[src/design/scst_pkg.sv]
package scst_pkg;

    localparam int COORD_WIDTH = 16;
    localparam int DIFF_W      = COORD_WIDTH + 1;
    localparam int PROD_W      = 2 * DIFF_W;
    localparam int SUM_W       = PROD_W + 1;
    localparam int CFG_INDEX_W = 2;

    typedef logic signed [COORD_WIDTH-1:0] coord_t;
    typedef logic signed [DIFF_W-1:0]      diff_t;
    typedef logic signed [PROD_W-1:0]      prod_t;
    typedef logic signed [SUM_W-1:0]       sum_t;
    typedef logic [CFG_INDEX_W-1:0]        cfg_index_t;

    localparam sum_t SUM_ZERO = '0;

    // Register map
    localparam cfg_index_t REG_QUERY_START_X = 2'd0;
    localparam cfg_index_t REG_QUERY_START_Y = 2'd1;
    localparam cfg_index_t REG_QUERY_END_X   = 2'd2;
    localparam cfg_index_t REG_QUERY_END_Y   = 2'd3;

    typedef enum logic [1:0] {
        CODE_NONE    = 2'd0,
        CODE_PROPER  = 2'd1,
        CODE_TOUCH   = 2'd2,
        CODE_OVERLAP = 2'd3
    } code_t;

    typedef struct packed {
        coord_t sx;
        coord_t sy;
        coord_t ex;
        coord_t ey;
    } segment_t;

    // Operand differences; a = query start, b = query end, c/d = segment ends
    typedef struct packed {
        diff_t bax;
        diff_t bay;
        diff_t dcx;
        diff_t dcy;
        diff_t acx;
        diff_t acy;
        logic  overlap_ok;
        logic  last;
    } prep_t;

    typedef struct packed {
        prod_t den_a;
        prod_t den_b;
        prod_t ns_a;
        prod_t ns_b;
        prod_t nt_a;
        prod_t nt_b;
        logic  overlap_ok;
        logic  last;
    } products_t;

    typedef struct packed {
        sum_t den;
        sum_t ns;
        sum_t nt;
        logic overlap_ok;
        logic last;
    } terms_t;

endpackage

[src/design/scst_decide.sv]
module scst_decide (
    input  logic             clk,
    input  logic             rst_n,
    input  logic             in_valid,
    output logic             in_ready,
    input  scst_pkg::terms_t in_data,
    output logic             out_valid,
    input  logic             out_ready,
    output logic [1:0]       pair_code,
    output logic [1:0]       first_hit_code,
    output logic             set_done
);
    import scst_pkg::*;

    logic  out_valid_reg;
    code_t pair_code_reg;
    code_t first_hit_reg;
    logic  set_done_reg;
    code_t hit_latch_reg;
    code_t hit_latch_next;
    code_t code_next;
    code_t first_next;
    logic  load;
    sum_t  den, ns, nt;
    logic  den_pos;
    logic  touch;
    logic  inside_s, inside_t;
    logic  outside_s, outside_t;

    assign in_ready = !out_valid_reg || out_ready;
    assign load     = in_valid && in_ready;

    always_comb
    begin
        den     = in_data.den;
        ns      = in_data.ns;
        nt      = in_data.nt;
        den_pos = den > SUM_ZERO;
        touch   = (ns == SUM_ZERO) || (ns == den) || (nt == SUM_ZERO) || (nt == den);
        // sign of den folded into the compares instead of negating
        inside_s  = den_pos ? (ns > SUM_ZERO && ns < den) : (ns < SUM_ZERO && ns > den);
        inside_t  = den_pos ? (nt > SUM_ZERO && nt < den) : (nt < SUM_ZERO && nt > den);
        outside_s = den_pos ? (ns < SUM_ZERO || ns > den) : (ns > SUM_ZERO || ns < den);
        outside_t = den_pos ? (nt < SUM_ZERO || nt > den) : (nt > SUM_ZERO || nt < den);

        code_next = CODE_NONE;
        if (den == SUM_ZERO)
        begin
            // parallel: nt doubles as the collinearity area term
            if (in_data.overlap_ok && nt == SUM_ZERO)
            begin
                code_next = CODE_OVERLAP;
            end
        end
        else if (inside_s && inside_t)
        begin
            code_next = CODE_PROPER;
        end
        else if (outside_s || outside_t)
        begin
            code_next = CODE_NONE;
        end
        else if (touch)
        begin
            code_next = CODE_TOUCH;
        end

        first_next     = (hit_latch_reg == CODE_NONE) ? code_next : hit_latch_reg;
        hit_latch_next = in_data.last ? CODE_NONE : first_next;
    end

    always_ff @(posedge clk or negedge rst_n)
    begin
        if (!rst_n)
        begin
            out_valid_reg <= 1'b0;
            hit_latch_reg <= CODE_NONE;
        end
        else
        begin
            if (in_ready)
            begin
                out_valid_reg <= in_valid;
            end
            if (load)
            begin
                hit_latch_reg <= hit_latch_next;
            end
        end
    end

    always_ff @(posedge clk)
    begin
        if (load)
        begin
            pair_code_reg <= code_next;
            first_hit_reg <= first_next;
            set_done_reg  <= in_data.last;
        end
    end

    assign out_valid      = out_valid_reg;
    assign pair_code      = pair_code_reg;
    assign first_hit_code = first_hit_reg;
    assign set_done       = set_done_reg;

    a_first_zero_implies_none: assert property (@(posedge clk) disable iff (!rst_n)
        out_valid_reg && first_hit_reg == CODE_NONE |-> pair_code_reg == CODE_NONE)
        else $error("first hit code empty while pair code is set");

    a_latch_follows_result: assert property (@(posedge clk) disable iff (!rst_n)
        load |=> hit_latch_reg == (set_done_reg ? CODE_NONE : first_hit_reg))
        else $error("hit latch out of step with reported first hit");

    a_latch_sticky: assert property (@(posedge clk) disable iff (!rst_n)
        load && hit_latch_reg != CODE_NONE && !in_data.last |=>
        hit_latch_reg == $past(hit_latch_reg))
        else $error("nonzero hit latch overwritten inside a set");

    a_parallel_codes: assert property (@(posedge clk) disable iff (!rst_n)
        load && in_data.den == SUM_ZERO |->
        code_next != CODE_PROPER && code_next != CODE_TOUCH)
        else $error("crossing code for parallel segments");

endmodule

[config.mk]
export PLATFORM = sky130hd
export DESIGN_NAME = scst_decide
export DESIGN_NICKNAME = d
export VERILOG_FILES = /design/src/design/scst_pkg.sv /design/src/design/scst_decide.sv
export SDC_FILE = /design/constraint.sdc
export NUM_CORES = 1
export LEC_CHECK = 0
export BUFFER_PORTS_ARGS = -buffer_cell sky130_fd_sc_hd__buf_2
export CORE_ASPECT_RATIO = 0.75
export CORE_MARGIN = 4
export CORE_UTILIZATION = 52
export DETAILED_ROUTE_END_ITERATION = 8
export PLACE_DENSITY = 0.94
export SLEW_MARGIN = 20
export SYNTH_ARGS = -nofsm -noshare
export SYNTH_HDL_FRONTEND = slang
export SYNTH_SLANG_ARGS = --single-unit
[constraint.sdc]
create_clock -name clk -period 2.18 [get_ports clk]
set_clock_uncertainty 0.2 [all_clocks]
set_input_delay 0.109 -clock clk [delete_from_list [all_inputs] [get_ports clk]]
set_output_delay 0.109 -clock clk [all_outputs]
set_load 0.01 [all_outputs]
==> results.md, run 1 <==
Yosys:
- The mean instance size in the synthesized netlist is 7.70 um^2.
- After synthesis, the cell types taking the most area are ha_1, nor4_1, edfxtp_1.
- The post-synthesis sequential area ratio is 0.0932.
- Counting distinct cell types in the post-synthesis netlist gives 49.
- By count the netlist is led by ha_1, inv_1, a21oi_1, nand2_1, nor4_1.
- The cell type with the largest total area after synthesis is ha_1.
- The number of flops mapped to enable cells by yosys is 5.
- Synthesis produced a netlist with a net count of 495.
- The share of synthesized area in the top cell type comes to 0.362.
- During synthesis, Yosys emitted a total of 0 warnings.
- In the synthesized netlist, the number of instances is 314.
- The total of flip-flops plus latches after synthesis is 8.
- Among all cell types in the netlist, the one instantiated most often is ha_1.
- The cell area after synthesis is 2420 um^2.
- In the synthesized netlist the dominant register cell turns out to be edfxtp_1.
- The async set-or-reset flop fraction in the synthesized netlist is 0.375.

Die:
- The number of top-level pins is 118.
- The floorplan has 21 rows.
- For this configuration, the core starts out at a cell density of 0.541.
- The vertical extent of the die is 67.0 um.
- From left edge to right edge, the die measures 86.7 um.

Outcome:
- The run stopped with a tool error.
- The flow stopped in 4_1_cts.
- The first error in the log reads "[ERROR DPL-0038] Utilization greater than 100%, impossible to legalize".

Place:
- The number of cells in the design after placement is 555.
- Port buffering added 117 buffers.
- Routability-driven placement finished with a final weighted congestion of 1.02.
- Once detailed placement completed, the half-perimeter wirelength came to 10500 um.

Clocking:
- No sink is reached through more buffers than the 2 on the longest clock path.
- The number of buffers created by CTS is 3.
- The number of levels the H-tree was split into is 1.
- The number of instances resized during post-cts repair is 75.
- For this design, the sink count on the clock tree is 8.
- In this run the post-CTS setup repair buffer count came out at 14.
- The buffer cell driving the clock tree root is clkbuf_8.
- The number of hold-repair buffers added at the cts stage is 5.
## kinds of logic after synthesis
group	after synthesis	synth area share
fa+ha+maj	70	0.362
mux	2	0.0104
simple gates	128	0.289
flops	8	0.0932
compound gates	65	0.179
xor+xnor	1	0.00362
buf+inv	40	0.0621
## stage by stage
stage | setup WS [ns] | hold WS, ns | cell area, um^2
after detailed placement | -0.877 | -0.287 | 3950
after floorplan | -0.412 | -0.387 | 2790
after global placement | -0.653 | -0.291 | 3950
==> run 2, diff against run 1 <==
- CORE_ASPECT_RATIO: 0.75 -> not set
- CORE_UTILIZATION: 52 -> 40
- PLACE_DENSITY: 0.94 -> not set
- PLACE_DENSITY_LB_ADDON: not set -> 0.15
==> run 2 against run 1 <==
  * Synthesized cell count unchanged
  * The flow now finishes, with violations (negative setup slack)
  * Area after synthesis unchanged
==> results.md, run 2 <==
Min path:
- Counting instances, the worst hold path has a depth of 3.
- The path category of the worst min-delay check is input port to flip-flop.
- The worst-case hold path end point is out_valid$_DFFE_PN0N_.
- The critical hold path startpoint is out_ready.

Pwr:
- VDD sags by at most 0.310 mV.
- Internal power comes to 722 uW.
- The leakage power summed over all cells is 2.12 nW.
- Of the total power, the share spent switching nets is 0.394.
- Of the total power, registers draw 0.145.
- The ratio of total power to cell area is 269 nW/um^2.
- Of the total power, combinational logic draws 0.686.
- The clock share of power is 0.170.
- In this run the power spent charging and discharging nets is 470 uW.

Place:
- The weighted congestion reported at the end of routability-driven placement is 0.941 (was 1.02).
- The HPWL after detailed placement is 8180 um (was 10500 um).
- The worst setup slack before clock tree synthesis is -0.812 ns (was -0.877 ns).
- The post-placement cell area was 4060 um^2 (was 3950 um^2).
- The total of buffers placed on input and output ports is 117 (unchanged).

Worst setup path:
- Of all nets on the critical path, the largest fanout is 3.
- The worst setup slack for register-to-register paths is 0.72 ns.
- Walking the worst path, the cells encountered are buf_4, ha_4, a21oi_4, o21ai_4, a2111oi_4, nand2_1, o41a_1, or3_1, mux2_4, or2_4, a311oi_2.
- The startpoint identified for the worst register-to-register timing path is out_valid$_DFFE_PN0N_.
- At the worst endpoint, the arrival time is 2.64 ns.
- The worst setup path is launched from an input port.
- The stage delay of the slowest cell on the critical path is 0.37 ns.
- The kind of capture point of the worst setup path is a flip-flop.
- The number of cells on the worst reg-to-reg path is 4.
- At the worst endpoint, the required time is 2.12 ns.
- The cell at the slowest stage of the critical path is a2111oi_4.
- The critical path in this run is classified as input port to flip-flop.
- The worst register-to-register path ends at hit_latch_reg[0]$_DFFE_PN0P_.

Die:
- The region available for standard cell placement spans 5890 um^2.
- The initial core utilization is 0.411 (was 0.541).
- The number of top-level pins is 118 (unchanged).
- The count of standard-cell rows came to 28 (was 21).
- The area of the die is 7350 um^2.
- The width of the chip was 85.7 um (was 86.7 um).
- The vertical extent of the die is 85.7 um (was 67.0 um).

STA:
- Setup total negative slack on the finished layout was measured at -2.78 ns.
- Static timing analysis puts the maximum clock frequency at 0.370 GHz.
- Setup repair after global routing could not meet its margin everywhere.
- The total count of max-transition violations in the final report is 0.
- The worst path in the final design needs a cycle of 2.70 ns, including I/O delays and setup.
- The remaining max-slew budget at the tightest pin is 0.616.
- The number of hold violations in the final report is 0.
- Dividing the final minimum period by the clock period gives 1.24.
- At the pin with the least slew margin, the transition time is 0.570 ns.
- The count of endpoints failing setup in the final report is 6.
- Setup slack on the critical path of the routed design comes to -0.522 ns.

Yosys:
- The adder-cell share of the synthesized area is 0.362 (unchanged).
- Cell types occupying the most area after synthesis: ha_1, nor4_1, edfxtp_1 (unchanged).
- The synthesized-area fraction occupied by and/or/nand/nor cells is 0.289 (unchanged).
- The distinct cell type count after synthesis is 49 (unchanged).
- The number of flops mapped to enable cells by yosys was 5 (unchanged).
- The area share of the largest cell type after synthesis was 0.362 (unchanged).
- The prevailing post-synth register cell is edfxtp_1 (unchanged).
- The total of warnings raised by yosys was 0 (unchanged).
- The portion of netlist area occupied by mux cells is 0.0104 (unchanged).
- The synthesized instance count was 314 (unchanged).
- The mean instance size in the synthesized netlist was 7.70 um^2 (unchanged).
- The xor and xnor fraction of the mapped netlist area is 0.00362 (unchanged).
- The post-synthesis sequential area ratio came to 0.0932 (unchanged).
- The cell area after synthesis is 2420 um^2 (unchanged).
- The dominant combinational cell family by area after synthesis was adder cells (unchanged).
- The async set-or-reset flop fraction in the synthesized netlist is 0.375 (unchanged).
- The fraction of the mapped netlist area in compound gates is 0.179 (unchanged).
- The most frequent cell after synthesis is ha_1 (unchanged).
- The net count after synthesis is 495 (unchanged).
- Top cells by instance count after synthesis: ha_1, inv_1, a21oi_1, nand2_1, nor4_1 (unchanged).
- The total of flip-flops plus latches after synthesis was 8 (unchanged).
- The cell type with the largest total area after synthesis is ha_1 (unchanged).

Final layout:
- The sequential cell area is 225 um^2.
- The growth of design area from synthesis to finish is 83.5%.
- The ratio of cells with drive above 1 in the final layout is 0.562.
- The net count reported at finish is 705.
- The library cell used most frequently in the layout, excluding fill and tap cells, is buf_2.
- The area of all placed cells without fillers is 4440 um^2.
- 0 antenna diodes ended up in the layout.
- In the final layout, the multi-input gates occupy 2560 um^2.
- After filler insertion, the fill cell instance count of the layout stands at 439.
- The library cells used most frequently in the layout, excluding fill and tap cells, are buf_2, buf_4, ha_1.

Flow run:
- Max-cap violations in this run came to 0.

Outcome:
- Result of the run: complete, but fails checks (was stopped before the end).
- The final reports fail on negative setup slack.

Drt:
- The number of design-rule violations left by the first detailed-router iteration is 102.
- The overall via count from detail_route is 3279.
- After detailed routing, the average wire length per cell comes to 16.0 um.
- The number of iterations in the first detailed-routing pass is 5.
- For this run, design rule violations remaining after detail routing come to 0.
- The number of vias per cell after detailed routing is 5.48.
- The residual antenna-violating net count after detailed routing is 0.
- The total wire length is 9560 um.

Clocking:
- The number of buffers created by CTS is 3 (unchanged).
- The buffer cell driving the clock tree root was clkbuf_8 (unchanged).
- The TritonCTS clock tree is done.
- Clock-pin slew was measured on the worst setup and hold paths at 0.04 ns.
- The number of levels the H-tree was split into is 1 (unchanged).
- The number of sinks handled by clock tree synthesis is 8 (unchanged).
- The worst-case clock buffer depth is 2 (unchanged).
- The clock insertion delay at the later pin of the skew report is 0.25 ns.

Global route:
- The number of global-route vias before repair is 3252.
- The first global-routing pass estimated 14500 um of wire.
- The maximum number of pins on one net before global-route repair is 8.
- Across every metal layer, demand over resource in global routing totals 0.239.
- The final global-route overflow total is 0.
- The initial antenna violation count is 0.
## run 2: cell counts after synthesis
No cell type changed its count.
## run 2: metal layers
metal | vias to the layer above | share of wire | wire length (um) | GRT usage
met4 | 0 | 0.015 | 145 | 0.0388
li1 | 1627 | - | - | -
met1 | 1514 | 0.43 | 4090 | 0.305
met5 | - | 0 | 0 | 0
met3 | 16 | 0.049 | 464 | 0.00672
met2 | 122 | 0.51 | 4870 | 0.453
## run 2: worst max-delay path: cells and delay by family
kind,cells,cell delay [ns]
AO/OA/AOI/OAI,5,1.22
adder cells (fa/ha/maj),1,0.25
buffers and inverters,1,0.13
multiplexers,1,0.28
AND/OR/NAND/NOR,3,0.65
## run 2: how the worst max path moves through the flow
stage           startpoint                            to  cells past startpoint
3_5_place_dp   in_data[96]  hit_latch_reg[0]$_DFFE_PN0P_                     13
6_report       in_data[57]  hit_latch_reg[0]$_DFFE_PN0P_                     11
4_1_cts        in_data[94]  hit_latch_reg[0]$_DFFE_PN0P_                     12
3_3_place_gp   in_data[96]  hit_latch_reg[0]$_DFFE_PN0P_                     13
5_1_grt        in_data[81]  hit_latch_reg[1]$_DFFE_PN0P_                     14
2_1_floorplan  in_data[99]  hit_latch_reg[0]$_DFFE_PN0P_                     11
## run 2: repair_timing
action	4_1_cts	5_1_grt
hold buffers	4	0
setup buffers	0	5
gates resized for setup	19	33
endpoints found under the hold margin	5	0
pin swaps	12	23
setup endpoints to repair	6	6
## run 2: kinds of logic (layout without fill, tap and decap cells)
group,after synthesis,in the layout
flops,8,8
mux,2,2
buf+inv,40,249
simple gates,128,128
compound gates,65,65
fa+ha+maj,70,70
xor+xnor,1,1
## run 2: area by class of cell
cell class	instances	area share
Clock buffer	4	0.0102
Inverter	40	0.0406
Multi-Input combinational cell	266	0.577
Sequential cell	8	0.0508
Tap cell	75	0.0212
Timing Repair Buffer	205	0.300
## run 2: power groups by stage
| stage | clock network, mW | registers (mW) | logic, mW |
|---|---|---|---|
| after floorplan | 0 | 0.179 | 0.360 |
| after global placement | 0 | 0.175 | 0.692 |
| after detailed placement | 0 | 0.175 | 0.725 |
| after CTS | 0.197 | 0.173 | 0.755 |
| after global routing | 0.205 | 0.173 | 0.893 |
| final | 0.202 | 0.173 | 0.818 |
## run 2: metrics by stage
| step | hold WS (ns) | utilization | std cells | total power, mW |
|---|---|---|---|---|
| 3_5_place_dp | -0.290 | 0.690 | 585 | 0.900 |
| 4_1_cts | 0.00716 | 0.719 | 593 | 1.12 |
| 2_1_floorplan | -0.387 | - | 314 | 0.539 |
| 6_report | 0.0246 | 0.754 | 598 | 1.19 |
| 3_3_place_gp | -0.292 | 0.690 | 585 | 0.866 |
| 5_1_grt | 0.0441 | 0.754 | 598 | 1.27 |
(Power assumes the default switching activity.)
